**src/uup_pkg.sv**
```systemverilog
`timescale 1ns / 1ps
// ----------------------------------------------------------------------------
// Uniform upload unpacker package
// Shared types and constants for the uniform upload unpacker.
// ----------------------------------------------------------------------------
package uup_pkg;

    localparam int unsigned NUM_VECTORS_DEF = 96;
    localparam int unsigned IDX_W           = 7;
    localparam int unsigned WORD_W          = 32;
    localparam int unsigned VAL24_W         = 24;

    // Request kinds carried in the input tuser
    localparam logic REQ_INDEX = 1'b0;
    localparam logic REQ_DATA  = 1'b1;

    // Word phase within one vector
    localparam logic [1:0] PHASE_0 = 2'd0;
    localparam logic [1:0] PHASE_1 = 2'd1;
    localparam logic [1:0] PHASE_2 = 2'd2;
    localparam logic [1:0] PHASE_3 = 2'd3;

    // Component mask codes
    localparam logic [3:0] MASK_NONE = 4'b0000;
    localparam logic [3:0] MASK_X    = 4'b0001;
    localparam logic [3:0] MASK_Y    = 4'b0010;
    localparam logic [3:0] MASK_Z    = 4'b0100;
    localparam logic [3:0] MASK_W    = 4'b1000;

    // One accepted input item
    typedef struct packed {
        logic              req_type;
        logic [WORD_W-1:0] data_word;
        logic [IDX_W-1:0]  start_index;
        logic              start_f32_mode;
    } uup_item_t;

    // One result item
    typedef struct packed {
        logic              write_valid;
        logic [IDX_W-1:0]  vector_index;
        logic [3:0]        component_mask;
        logic              is_f32;
        logic [WORD_W-1:0] comp_x;
        logic [WORD_W-1:0] comp_y;
        logic [WORD_W-1:0] comp_z;
        logic [WORD_W-1:0] comp_w;
    } uup_result_t;

endpackage

```
**src/uup_in_stage.sv**
```systemverilog
`timescale 1ns / 1ps
// ----------------------------------------------------------------------------
// Uniform upload unpacker input stage
// Registers one input transaction and hands it to the unpack core.
// ----------------------------------------------------------------------------
module uup_in_stage
    import uup_pkg::*;
(
    input  logic      aclk,
    input  logic      aresetn,
    input  logic      in_valid,
    output logic      in_ready,
    input  uup_item_t in_item,
    output logic      out_valid,
    input  logic      out_ready,
    output uup_item_t out_item
);

    logic      valid_reg;
    logic      valid_next;
    uup_item_t item_reg;

    // Accept when empty or when the held transaction moves on this cycle
    assign in_ready  = !valid_reg || out_ready;
    assign out_valid = valid_reg;
    assign out_item  = item_reg;

    always_comb begin
        valid_next = valid_reg;
        if (in_ready) begin
            valid_next = in_valid;
        end
    end

    always_ff @(posedge aclk) begin
        if (!aresetn) begin
            valid_reg <= 1'b0;
        end else begin
            valid_reg <= valid_next;
        end
    end

    // Hold payload unless a new transaction is taken
    always_ff @(posedge aclk) begin
        if (in_ready && in_valid) begin
            item_reg <= in_item;
        end
    end

endmodule

```
**src/uup_core.sv**
```systemverilog
`timescale 1ns / 1ps
// ----------------------------------------------------------------------------
// Uniform upload unpacker core
// Tracks index, phase, mode and carry bits, and builds the component write.
// ----------------------------------------------------------------------------
module uup_core
    import uup_pkg::*;
#(
    parameter int unsigned NUM_VECTORS = NUM_VECTORS_DEF
) (
    input  logic        aclk,
    input  logic        aresetn,
    input  logic        in_valid,
    output logic        in_ready,
    input  uup_item_t   in_item,
    output logic        out_valid,
    input  logic        out_ready,
    output uup_result_t out_result
);

    localparam logic [IDX_W-1:0] LAST_INDEX = IDX_W'(NUM_VECTORS);

    logic [IDX_W-1:0]   cur_index_reg,  cur_index_next;
    logic [1:0]         word_phase_reg, word_phase_next;
    logic [VAL24_W-1:0] carry_bits_reg, carry_bits_next;
    logic               f32_mode_reg,   f32_mode_next;
    logic               valid_reg,      valid_next;
    uup_result_t        result_reg,     result_next;
    logic               take;

    assign in_ready   = !valid_reg || out_ready;
    assign take       = in_valid && in_ready;
    assign out_valid  = valid_reg;
    assign out_result = result_reg;

    // Decode one transaction against the current state
    always_comb begin
        cur_index_next  = cur_index_reg;
        word_phase_next = word_phase_reg;
        carry_bits_next = carry_bits_reg;
        f32_mode_next   = f32_mode_reg;
        result_next     = '0;

        if (in_item.req_type == REQ_INDEX) begin
            cur_index_next = in_item.start_index;
            f32_mode_next  = in_item.start_f32_mode;
        end else if (cur_index_reg < LAST_INDEX) begin
            if (f32_mode_reg) begin
                // Full words land on w, z, y, x in turn
                result_next.write_valid  = 1'b1;
                result_next.vector_index = cur_index_reg;
                result_next.is_f32       = 1'b1;
                word_phase_next          = word_phase_reg + 2'd1;
                case (word_phase_reg)
                    PHASE_0: begin
                        result_next.component_mask = MASK_W;
                        result_next.comp_w         = in_item.data_word;
                    end
                    PHASE_1: begin
                        result_next.component_mask = MASK_Z;
                        result_next.comp_z         = in_item.data_word;
                    end
                    PHASE_2: begin
                        result_next.component_mask = MASK_Y;
                        result_next.comp_y         = in_item.data_word;
                    end
                    default: begin
                        result_next.component_mask = MASK_X;
                        result_next.comp_x         = in_item.data_word;
                        cur_index_next             = cur_index_reg + 1'b1;
                    end
                endcase
            end else begin
                // Repack three words into four 24-bit values
                case (word_phase_reg)
                    PHASE_0: begin
                        result_next.write_valid    = 1'b1;
                        result_next.vector_index   = cur_index_reg;
                        result_next.component_mask = MASK_W;
                        result_next.comp_w         = {8'h00, in_item.data_word[31:8]};
                        carry_bits_next            = {in_item.data_word[7:0], 16'h0000};
                        word_phase_next            = PHASE_1;
                    end
                    PHASE_1: begin
                        result_next.write_valid    = 1'b1;
                        result_next.vector_index   = cur_index_reg;
                        result_next.component_mask = MASK_Z;
                        result_next.comp_z         = {8'h00,
                            {8'h00, in_item.data_word[31:16]} | carry_bits_reg};
                        carry_bits_next            = {in_item.data_word[15:0], 8'h00};
                        word_phase_next            = PHASE_2;
                    end
                    PHASE_2: begin
                        result_next.write_valid    = 1'b1;
                        result_next.vector_index   = cur_index_reg;
                        result_next.component_mask = MASK_X | MASK_Y;
                        result_next.comp_y         = {8'h00,
                            {16'h0000, in_item.data_word[31:24]} | carry_bits_reg};
                        result_next.comp_x         = {8'h00, in_item.data_word[23:0]};
                        word_phase_next            = PHASE_0;
                        cur_index_next             = cur_index_reg + 1'b1;
                    end
                    default: begin
                        // Phase three after a mode change: drop the word
                        result_next.component_mask = MASK_NONE;
                    end
                endcase
            end
        end
    end

    always_comb begin
        valid_next = valid_reg;
        if (in_ready) begin
            valid_next = in_valid;
        end
    end

    always_ff @(posedge aclk) begin
        if (!aresetn) begin
            cur_index_reg  <= '0;
            word_phase_reg <= PHASE_0;
            carry_bits_reg <= '0;
            f32_mode_reg   <= 1'b0;
            valid_reg      <= 1'b0;
        end else begin
            valid_reg <= valid_next;
            if (take) begin
                cur_index_reg  <= cur_index_next;
                word_phase_reg <= word_phase_next;
                carry_bits_reg <= carry_bits_next;
                f32_mode_reg   <= f32_mode_next;
            end
        end
    end

    // Hold the result until the master side takes it
    always_ff @(posedge aclk) begin
        if (take) begin
            result_reg <= result_next;
        end
    end

endmodule

```
**src/uniform_upload_unpacker.sv**
```systemverilog
`timescale 1ns / 1ps
// ----------------------------------------------------------------------------
// Uniform upload unpacker
// An input transaction passes the input register and then the result register on its way to the result.
// Throughput: one transaction per cycle while the master side accepts results, set by the single-pass unpack logic.
// Each input transaction yields exactly one result transaction.
// Reset (aresetn low, synchronous): index, phase, carry and mode clear to zero,
// both stages empty.
// ----------------------------------------------------------------------------
module uniform_upload_unpacker
    import uup_pkg::*;
#(
    parameter int unsigned NUM_VECTORS = NUM_VECTORS_DEF
) (
    input  logic         aclk,
    input  logic         aresetn,
    input  logic         s_axis_tvalid,
    output logic         s_axis_tready,
    // tdata: data_word[31:0], start_index[38:32], start_f32_mode[39]
    input  logic [39:0]  s_axis_tdata,
    // tuser: req_type[0]
    input  logic         s_axis_tuser,
    output logic         m_axis_tvalid,
    input  logic         m_axis_tready,
    // tdata: vector_index[6:0], component_mask[10:7], comp_x[42:11],
    //        comp_y[74:43], comp_z[106:75], comp_w[138:107], zero pad[143:139]
    output logic [143:0] m_axis_tdata,
    // tuser: write_valid[0], is_f32[1]
    output logic [1:0]   m_axis_tuser
);

    uup_item_t   s_item;
    uup_item_t   core_item;
    logic        core_valid;
    logic        core_ready;
    uup_result_t result;

    assign s_item.req_type       = s_axis_tuser;
    assign s_item.data_word      = s_axis_tdata[31:0];
    assign s_item.start_index    = s_axis_tdata[38:32];
    assign s_item.start_f32_mode = s_axis_tdata[39];

    uup_in_stage u_in_stage (
        .aclk      (aclk),
        .aresetn   (aresetn),
        .in_valid  (s_axis_tvalid),
        .in_ready  (s_axis_tready),
        .in_item   (s_item),
        .out_valid (core_valid),
        .out_ready (core_ready),
        .out_item  (core_item)
    );

    uup_core #(
        .NUM_VECTORS (NUM_VECTORS)
    ) u_core (
        .aclk       (aclk),
        .aresetn    (aresetn),
        .in_valid   (core_valid),
        .in_ready   (core_ready),
        .in_item    (core_item),
        .out_valid  (m_axis_tvalid),
        .out_ready  (m_axis_tready),
        .out_result (result)
    );

    // Pack the result onto the master side
    assign m_axis_tdata = {5'b00000, result.comp_w, result.comp_z, result.comp_y,
                           result.comp_x, result.component_mask, result.vector_index};
    assign m_axis_tuser = {result.is_f32, result.write_valid};

endmodule

```
**config.mk**
```make
export PLATFORM = sky130hd
export DESIGN_NAME = uniform_upload_unpacker
export DESIGN_NICKNAME = d
export VERILOG_FILES = /design/src/uup_pkg.sv /design/src/uup_in_stage.sv /design/src/uup_core.sv /design/src/uniform_upload_unpacker.sv
export SDC_FILE = /design/constraint.sdc
export NUM_CORES = 1
export LEC_CHECK = 0
export BUFFER_PORTS_ARGS = -buffer_cell sky130_fd_sc_hd__clkbuf_2
export CORE_AREA = 8 8 138 153
export DETAILED_ROUTE_END_ITERATION = 10
export DIE_AREA = 0 0 146 161
export GPL_TIMING_DRIVEN = 0
export PLACE_DENSITY = 0.66
export SYNTH_ARGS = -nofsm -noshare
export SYNTH_HDL_FRONTEND = slang
export SYNTH_SLANG_ARGS = --single-unit
```
**constraint.sdc**
```tcl
create_clock -name aclk -period 6.3 [get_ports aclk]
set_input_delay 1.26 -clock aclk [delete_from_list [all_inputs] [get_ports aclk]]
set_output_delay 1.26 -clock aclk [all_outputs]
set_load 0.01 [all_outputs]
```
==> impl_metrics.yaml, run 1 <==
worst_setup_path:
  regToRegSetupSlack_ns: 4.10
  required_ns: 5.04
  worstSetupPathType: "in -> out"
  crit_chain: "clkbuf_2 -> nor2b_1 -> nand2_1 -> clkbuf_2"
  crit_top_cell: "clkbuf_2"
  crit_path_start_kind: "primary input"
  critPathSlowestCell: "nor2b_1"
  slowest_delay_ns: 0.21
  cp-end-kind: "primary output"
  critPathMaxFanout: 4
  crit_arrival_ns: 1.83
placed_design:
  numPlacedInstances: 1030
  port-buffer-count: 187
  gp_congestion: 0.863
  dp_hpwl_um: 15600
detailed_routing:
  first_pass_iters: 5
  via_count: 5494
  wl_um: 21300
  drt_iter0_drc: 461
  post_drt_wl_per_cell_um: 19.9
  via_per_inst: 5.14
  drcViolationCount: 0
  detail-route-antenna-nets: 0
yosys:
  ys_ff_latch: 210
  synth.avg_cell_area_um2: 13.9
  ys_seq_area_share_pct: 73.7
  muxShareOfSynthArea_pct: 1.48
  synth.area.top_cells: "edfxtp_1 67%, dfxtp_1 6.9%, a21oi_1 4.2%, and3_1 3.8%, nand2_1 3.4%"
  synth_top_area_share_pct: 66.9
  yosysMostFrequentCell: "edfxtp_1"
  netlist_instances: 590
  async_flop_share_pct: 0
  synth_xor_xnor_area_share_pct: 0
  syn_area_um2: 8170
  synth_fa_ha_area_share_pct: 0.918
  ys_types: 48
  synth_compound_area_share_pct: 8.56
  synth_flop_cell: "edfxtp_1"
  yosys_warnings: 0
  netlist_top_cells_count: "182 x edfxtp_1, 75 x nand2_1, 69 x a21oi_1"
  synthSimpleGateAreaFrac_pct: 12.4
  synth_top_family_by_area: "simple AND/OR/NAND/NOR gates"
  synth_edf_count: 182
  synth_top_area_cell: "edfxtp_1"
die:
  fp.dieH_um: 161
  die_w_um: 146
  die_area_um2: 23500
  ios: 193
  num_rows: 53
  start_util_pct: 43.7
  core_um2: 18700
layout:
  nNetsFinal: 858
  antennaDiodeCount: 0
  drive_gt1_share_pct: 30.2
  layout.cells.non_filler: 1069
  area_growth_pct: 25.1
  n_fill_cell: 1612
  largest_reg_flops: 141
sta:
  timing.fmax_mhz: 323
  drv_slew: 0
  period_needed_ns: 3.09
  finalSetupViolCount: 0
  tightest_slew_ns: 0.720
  rsz0062_at_grt: "false"
  skew_ns: 0.0108
  finalCritPeriodShare_pct: 49.1
  hold_viol_final: 0
  slew_headroom_pct: 51.7
  hold_slack_ns: 0.469
global_routing:
  grt_pass1_wl_um: 32400
  overflow: 0
  grt_max_degree: 99
  grt_pass1_vias: 5663
  grt_use_total_pct: 17.7
  antenna_found_initial: 0
min_path:
  hp-class: "reg -> reg"
power_and_ir_drop:
  power_density_nw_per_um2: 307
  power.leakage_nw: 4.11
  vdd_drop_max_mv: 0.303
clock_tree:
  cts_tree: "built"
  cts-htree-levels: 1
  postCtsSetupBuffers: 0
  cts_buffer_depth: 3
  cts_buffers: 22
  cts.repair.resized: 0
  cts-root-buf: "clkbuf_16"
  cts.sinks: 210
  clk_pin_slew_ns: 0.06
  postCtsHoldBufs: 0
  clkLatencyLatePin_ns: 0.50
outcome:
  status: "finished clean"
flow_run:
  maxCapViolations: 0
## metrics by stage
step | utilization (%) | setup WS (ns) | TNS, ns | instance area, um2 | power [mW]
floorplan | - | 0.931 | 0 | 8190 | 1.76
global placement | 50.4 | -0.539 | -1.16 | 9430 | 1.87
detailed placement | 50.8 | 3.04 | 0 | 9500 | 1.87
CTS | 54.7 | 3.22 | 0 | 10200 | 3.16
global route | 54.7 | 3.18 | 0 | 10200 | 3.24
finish | 54.7 | 3.21 | 0 | 10200 | 3.13
## final timing paths
path / to / cells past startpoint / from
worst min-delay path: u_core.carry_bits_reg[13]$_SDFFE_PN0P_ / 2 / u_core.carry_bits_reg[13]$_SDFFE_PN0P_
worst max-delay path: s_axis_tready / 4 / m_axis_tready
worst min register to register: u_core.carry_bits_reg[13]$_SDFFE_PN0P_ / 2 / u_core.carry_bits_reg[13]$_SDFFE_PN0P_
worst max register to register: u_core.out_result[109]$_SDFFCE_PN0N_ / 7 / u_core.word_phase_reg[0]$_SDFFE_PN0P_
## where the power goes
group	switching [mW]	internal, mW	total (mW)	leakage (nW)
Sequential	0.0411	1.58	1.62	2.00
Combinational	0.141	0.0747	0.216	1.75
Clock	0.514	0.785	1.30	0.362
Total	0.696	2.44	3.13	4.11
## critical path: cells and delay by family
family	cells	cell delay, ns
buf+inv	2	0.24
simple gates	2	0.33
## cells by family after synthesis
family | count (synthesis)
compound gates | 115
fa+ha+maj | 6
buf+inv | 45
flops | 210
mux | 12
other cells | 1
simple gates | 201
## cell usage in the layout (no fill, tap or decap), types with 3 or more instances in the layout
| cell type | count |
|---|---|
| a211oi_2 | 4 |
| a21boi_0 | 8 |
| dfxtp_1 | 28 |
| o21ai_0 | 11 |
| clkbuf_16 | 23 |
| a211oi_1 | 10 |
| clkinv_2 | 6 |
| a21oi_1 | 69 |
| clkinv_1 | 6 |
| ha_1 | 6 |
| and2_1 | 18 |
| inv_1 | 7 |
| and3_1 | 49 |
| conb_1 | 5 |
| buf_4 | 5 |
| mux2i_1 | 11 |
| clkbuf_2 | 187 |
| bufinv_16 | 3 |
| edfxtp_1 | 182 |
| nand3_1 | 10 |
| buf_2 | 5 |
| clkbuf_1 | 22 |
| nor2_1 | 30 |
| nor3_1 | 3 |
| nand2_1 | 75 |
## cell type report
type / instances / area [um2] / area share (%)
Tap cell: 247 / 309 / 3.02
Clock buffer: 25 / 583 / 5.70
Sequential cell: 210 / 6030 / 58.9
Inverter: 10 / 42.5 / 0.416
Timing Repair Buffer: 189 / 991 / 9.69
Buffer: 35 / 199 / 1.95
Multi-Input combinational cell: 339 / 1930 / 18.9
Clock inverter: 14 / 144 / 1.41
## metal layers
metal	track usage (%)	wire length (um)
met2	30.0	10300
met1	22.1	8620
met4	5.44	552
met3	4.03	1780
met5	0	0
Power figures use the tool's default switching activity.
==> inputs of run 2 (changes only) <==
--- a/config.mk
+++ b/config.mk
@@ -10,7 +10,7 @@
 export DETAILED_ROUTE_END_ITERATION = 10
 export DIE_AREA = 0 0 146 161
 export GPL_TIMING_DRIVEN = 0
-export PLACE_DENSITY = 0.66
+export PLACE_DENSITY = 0.68
 export SYNTH_ARGS = -nofsm -noshare
 export SYNTH_HDL_FRONTEND = slang
 export SYNTH_SLANG_ARGS = --single-unit
==> constraint.sdc (replaced) <==
create_clock -name aclk -period 2.58 [get_ports aclk]
set_input_delay 0.516 -clock aclk [delete_from_list [all_inputs] [get_ports aclk]]
set_output_delay 0.516 -clock aclk [all_outputs]
set_load 0.01 [all_outputs]
==> impl_metrics.yaml, run 2 (synthesized netlist as in run 1, its figures left out) <==
power_and_ir_drop:
  power.leakage_nw: 4.07
  power_density_nw_per_um2: 718
  vdd_drop_max_mv: 0.491
detailed_routing:
  drcViolationCount: 0
  via_count: 5577
  post_drt_wl_per_cell_um: 20.1
  detail-route-antenna-nets: 0
  first_pass_iters: 6
  drt_iter0_drc: 443
  via_per_inst: 5.22
  wl_um: 21500
min_path:
  hp-class: "in -> reg"
clock_tree:
  postCtsSetupBuffers: 0
  cts_buffer_depth: 3
  cts.sinks: 210
  cts_buffers: 21
  cts_tree: "built"
  clk_pin_slew_ns: 0.06
  clkLatencyLatePin_ns: 0.49
  cts.repair.resized: 0
  cts-htree-levels: 1
  postCtsHoldBufs: 0
  cts-root-buf: "clkbuf_16"
outcome:
  status: "finished clean"
layout:
  antennaDiodeCount: 0
  final_cell_mix: "187 x clkbuf_2, 182 x edfxtp_1, 74 x nand2_1, 69 x a21oi_1, 49 x and3_1"
  drive_gt1_share_pct: 30.5
  area_growth_pct: 24.4
  largest_reg_flops: 141
  final_common_cell: "clkbuf_2"
  nNetsFinal: 859
  fin_area_um2: 10200
placed_design:
  gp_congestion: 0.871
  port-buffer-count: 187
  dp_hpwl_um: 15800
  placed_area_um2: 9540
die:
  die_area_um2: 23500
  fp.dieH_um: 161
  num_rows: 53
  ios: 193
  start_util_pct: 43.7
  die_w_um: 146
  core_um2: 18700
worst_setup_path:
  path_delay_family: "buffers and inverters"
  slowest_delay_ns: 0.43
  crit_start: "u_core.word_phase_reg[0]$_SDFFE_PN0P_"
  regToRegSetupSlack_ns: 0.39
  cp-end-kind: "register"
  crit_buf_inv: 3
  crit_chain: "inv_1 -> ha_1 -> mux2_2 -> and2_1 -> buf_2 -> clkbuf_1 -> and3_1"
  crit_path_start_kind: "register"
  r2r_start: "u_core.word_phase_reg[0]$_SDFFE_PN0P_"
  critPathMaxFanout: 10
  critPathSlowestCell: "dfxtp_1"
  worstSetupPathType: "reg -> reg"
  crit_cells: 7
  rr_endpoint: "u_core.out_result[108]$_SDFFCE_PN0N_"
  required_ns: 2.82
  crit_arrival_ns: 2.43
  setup.worst_path.end: "u_core.out_result[108]$_SDFFCE_PN0N_"
  rr_worst_depth: 7
global_routing:
  grt_max_degree: 48
  grt_pass1_vias: 5607
  grt_pass1_wl_um: 32400
  grt_use_total_pct: 17.6
  antenna_found_initial: 0
  overflow: 0
flow_run:
  maxCapViolations: 0
sta:
  rsz0062_at_grt: "false"
  skew_ns: 0.00902
  drv_slew: 0
  hold_viol_final: 0
  timing.fmax_mhz: 456
  finalSetupViolCount: 0
  tns_ns: 0
  slew_headroom_pct: 54.0
  finalCritPeriodShare_pct: 85.1
  period_needed_ns: 2.19
  tightest_slew_ns: 0.685
==> run 2: cell count changes in the layout (fill, tap and decap cells not counted), sizes merged <==
cell | before | now
buf | 17 | 19
clkinvlp | 0 | 3
clkbuf | 232 | 231
inv | 8 | 7
clkinv | 13 | 11
bufinv | 3 | 1
==> run 2: how the worst min path moves through the flow <==
stage / from / end / cells after the start
finish: s_axis_tdata[31] / u_in_stage.out_item[39]$_DFFE_PP_ / 1
global route: s_axis_tdata[31] / u_in_stage.out_item[39]$_DFFE_PP_ / 1
CTS: s_axis_tdata[31] / u_in_stage.out_item[39]$_DFFE_PP_ / 1
detailed placement: u_core.carry_bits_reg[15]$_SDFFE_PN0P_ / u_core.carry_bits_reg[15]$_SDFFE_PN0P_ / 2
global placement: u_core.carry_bits_reg[15]$_SDFFE_PN0P_ / u_core.carry_bits_reg[15]$_SDFFE_PN0P_ / 2
floorplan: u_core.carry_bits_reg[14]$_SDFFE_PN0P_ / u_core.carry_bits_reg[14]$_SDFFE_PN0P_ / 2
==> run 2: area by class of cell <==
class	instances	area, um2
buffer	35	199
sequential	210	6030
clock buffer	24	537
timing repair buffer	191	1020
tap	247	309
inverter	10	41.3
fill	1634	8530
clock inverter	12	87.6
multi-input combinational	339	1940
==> run 2: worst register-to-register path: cells and delay by family, from the launching register on <==
family / cells / cell delay [ns]
adders and majority gates: 1 / 0.28
buffers and inverters: 3 / 0.50
DFF: 1 / 0.43
muxes: 1 / 0.33
and+or+nand+nor: 2 / 0.40
==> run 2: through the flow <==
stage          hold slack [ns]  setup slack (ns)  total power, mW  utilization [%]  cells
3_3_place_gp             0.451             -1.77             4.55             50.5   1028
5_1_grt                  0.185             0.269             7.52             54.4   1068
2_1_floorplan            0.441            -0.718             4.29                -    594
6_report                 0.199             0.386             7.30             54.4   1068
3_5_place_dp             0.460             0.391             4.57             51.0   1032
4_1_cts                  0.185             0.389             7.35             54.4   1068
==> run 2: layer usage <==
layer,vias to the layer above,GRT usage (%),part of all wire [%]
met4,0,5.16,1.9
met3,27,3.44,7.7
met1,2663,22.3,41
li1,2618,-,-
met5,-,0,0
met2,269,30.0,49
==> run 2: power breakdown <==
group          total, mW  switching, mW  internal, mW  leakage [nW]
Combinational      0.535          0.345         0.190          1.76
Clock               2.81           1.22          1.59         0.307
Sequential          3.96          0.103          3.85          2.00
Total               7.30           1.67          5.63          4.07
==> inputs of run 3 (changes only) <==
--- a/config.mk
+++ b/config.mk
@@ -5,12 +5,14 @@
 export SDC_FILE = /design/constraint.sdc
 export NUM_CORES = 1
 export LEC_CHECK = 0
+export ABC_AREA = 1
 export BUFFER_PORTS_ARGS = -buffer_cell sky130_fd_sc_hd__clkbuf_2
-export CORE_AREA = 8 8 138 153
+export CORE_AREA = 8 8 139 153
 export DETAILED_ROUTE_END_ITERATION = 10
-export DIE_AREA = 0 0 146 161
+export DIE_AREA = 0 0 147 161
 export GPL_TIMING_DRIVEN = 0
 export PLACE_DENSITY = 0.68
+export SKIP_LAST_GASP = 1
 export SYNTH_ARGS = -nofsm -noshare
 export SYNTH_HDL_FRONTEND = slang
 export SYNTH_SLANG_ARGS = --single-unit
==> impl_metrics.yaml, run 3 <==
flow_run:
  maxCapViolations: 0
clock_tree:
  cts_tree: "built"
  postCtsHoldBufs: 0
  cts.repair.resized: 0
  postCtsSetupBuffers: 0
  cts_buffers: 22
  cts.sinks: 210
  clk_pin_slew_ns: 0.06
  cts_buffer_depth: 3
  cts-htree-levels: 1
  clkLatencyLatePin_ns: 0.50
  cts-root-buf: "clkbuf_16"
sta:
  tns_ns: 0
  period_needed_ns: 2.02
  finalSetupViolCount: 0
  tightest_slew_ns: 0.578
  hold_viol_final: 0
  finalCritPeriodShare_pct: 78.1
  drv_slew: 0
  skew_ns: 0.0141
  rsz0062_at_grt: "false"
  timing.fmax_mhz: 496
  setup_slack_ns: 0.564
  slew_headroom_pct: 61.2
detailed_routing:
  drcViolationCount: 0
  detail-route-antenna-nets: 0
  via_count: 5798
  first_pass_iters: 4
  post_drt_wl_per_cell_um: 18.0
  via_per_inst: 4.93
  drt_iter0_drc: 386
  wl_um: 21200
placed_design:
  pre_cts_slack_ns: 0.426
  numPlacedInstances: 1136
  gp_congestion: 0.893
  port-buffer-count: 187
  dp_hpwl_um: 16000
  placed_area_um2: 9660
layout:
  final_cell_mix: "187 x clkbuf_2, 182 x edfxtp_1, 105 x nand2_1, 99 x nor2_1, 76 x a21oi_1"
  largest_reg_flops: 141
  drive_gt1_share_pct: 28.3
  nNetsFinal: 964
  antennaDiodeCount: 0
  layout.cells.non_filler: 1176
  area_growth_pct: 25.6
  final_common_cell: "clkbuf_2"
  fin_area_um2: 10300
yosys:
  ys_seq_area_share_pct: 73.1
  synth_top_area_share_pct: 66.3
  synth_flop_cell: "edfxtp_1"
  netlist_top_cells_count: "182 x edfxtp_1, 105 x nand2_1, 99 x nor2_1"
  async_flop_share_pct: 0
  yosys_warnings: 0
  synth_edf_count: 182
  ys_ff_latch: 210
  netlist_instances: 692
  yosysMostFrequentCell: "edfxtp_1"
  synth_top_area_cell: "edfxtp_1"
  synth.avg_cell_area_um2: 11.9
  ys_types: 32
  synth.area.top_cells: "edfxtp_1 66%, dfxtp_1 6.8%, nand2_1 4.8%, a21oi_1 4.6%, nor2_1 4.5%"
  syn_area_um2: 8240
worst_setup_path:
  slowest_delay_ns: 0.40
  worstSetupPathType: "reg -> reg"
  required_ns: 2.92
  cp-end-kind: "register"
  critPathSlowestCell: "clkbuf_1"
  critPathMaxFanout: 10
  crit_path_start_kind: "register"
  rr_worst_depth: 6
  crit_arrival_ns: 2.36
  crit_chain: "inv_1 -> ha_1 -> buf_2 -> clkbuf_1 -> nand2_1 -> nor2_1"
die:
  ios: 193
  fp.dieH_um: 161
  die_w_um: 147
  start_util_pct: 43.7
  num_rows: 53
  core_um2: 18800
  die_area_um2: 23700
min_path:
  hold_depth: 1
  hp-class: "in -> reg"
power_and_ir_drop:
  vdd_drop_max_mv: 0.510
  power_density_nw_per_um2: 733
  total_power_mw: 7.59
  power.leakage_nw: 4.21
global_routing:
  antenna_found_initial: 0
  grt_max_degree: 31
  grt_use_total_pct: 17.8
  overflow: 0
  grt_pass1_vias: 6072
  grt_pass1_wl_um: 33300
outcome:
  status: "finished clean"
-- run 3: cell types whose count changed after synthesis, sizes merged, moves of 8 or more --
cell	change
o21ai	+26
nand2	+31
buf	+11
mux2i	-10
a211oi	-14
clkbuf	-14
nand3	+10
inv	+62
a21oi	+8
nor2	+74
a21boi	-10
and3	-49
or2	+8
and2	-19
-- run 3: path summary, 6_finish.rpt --
kind | from | endpoint | slack [ns]
max | u_core.word_phase_reg[1]$_SDFFE_PN0P_ | u_core.out_result[59]$_SDFFCE_PN0N_ | 0.56
max reg2reg | u_core.word_phase_reg[1]$_SDFFE_PN0P_ | u_core.out_result[59]$_SDFFCE_PN0N_ | 0.56
min | s_axis_tdata[16] | u_in_stage.out_item[24]$_DFFE_PP_ | 0.19
min reg2reg | u_core.carry_bits_reg[19]$_SDFFE_PN0P_ | u_core.carry_bits_reg[19]$_SDFFE_PN0P_ | 0.46
-- run 3: area by class of cell --
type	count	area [um2]
clock buffers	31	616
multi-input cells	384	1810
flip-flops and latches	210	6030
clock inverters	9	71.3
repair buffers	193	1060
plain buffers	32	178
well taps	247	309
fillers	1668	8480
inverters	70	275
-- run 3: power by group --
part,switching (mW),internal [mW],leakage [nW]
clock,1.25,1.76,0.338
sequential,0.0862,3.87,1.99
combinational,0.409,0.211,1.88
-- run 3: routing by layer --
layer / global-route usage (%) / share of wire (%) / up-vias
met5: 0 / 0 / -
met4: 5.52 / 2.4 / 0
met3: 5.32 / 9.6 / 38
met2: 29.7 / 47 / 269
met1: 22.0 / 41 / 2694
li1: - / - / 2797
-- run 3: logic make-up (layout without fill, tap and decap cells) --
logic type                 Yosys count  in the layout  synth area share, %
adders and majority gates            6              6                0.911
buffers and inverters              102            335                 5.19
and+or+nand+nor                    244            244                 12.3
DFF                                210            210                 73.1
muxes                                1              1                0.121
AOI/OAI and AO/OA                  128            128                 8.28
other                                1              5               0.0455
-- run 3: per-stage QoR --
stage / hold WS [ns] / utilization, %
6_report: 0.185 / 54.9
5_1_grt: 0.168 / 54.9
4_1_cts: 0.173 / 54.9
3_5_place_dp: 0.449 / 51.3
3_3_place_gp: 0.443 / 50.6
2_1_floorplan: 0.431 / -
-- run 3: worst max-delay path: cells and delay by family, from the launching register on --
kind          cells  cell delay (ns)
buf+inv           3             0.76
fa+ha+maj         1             0.18
flops             1             0.33
simple gates      2             0.58
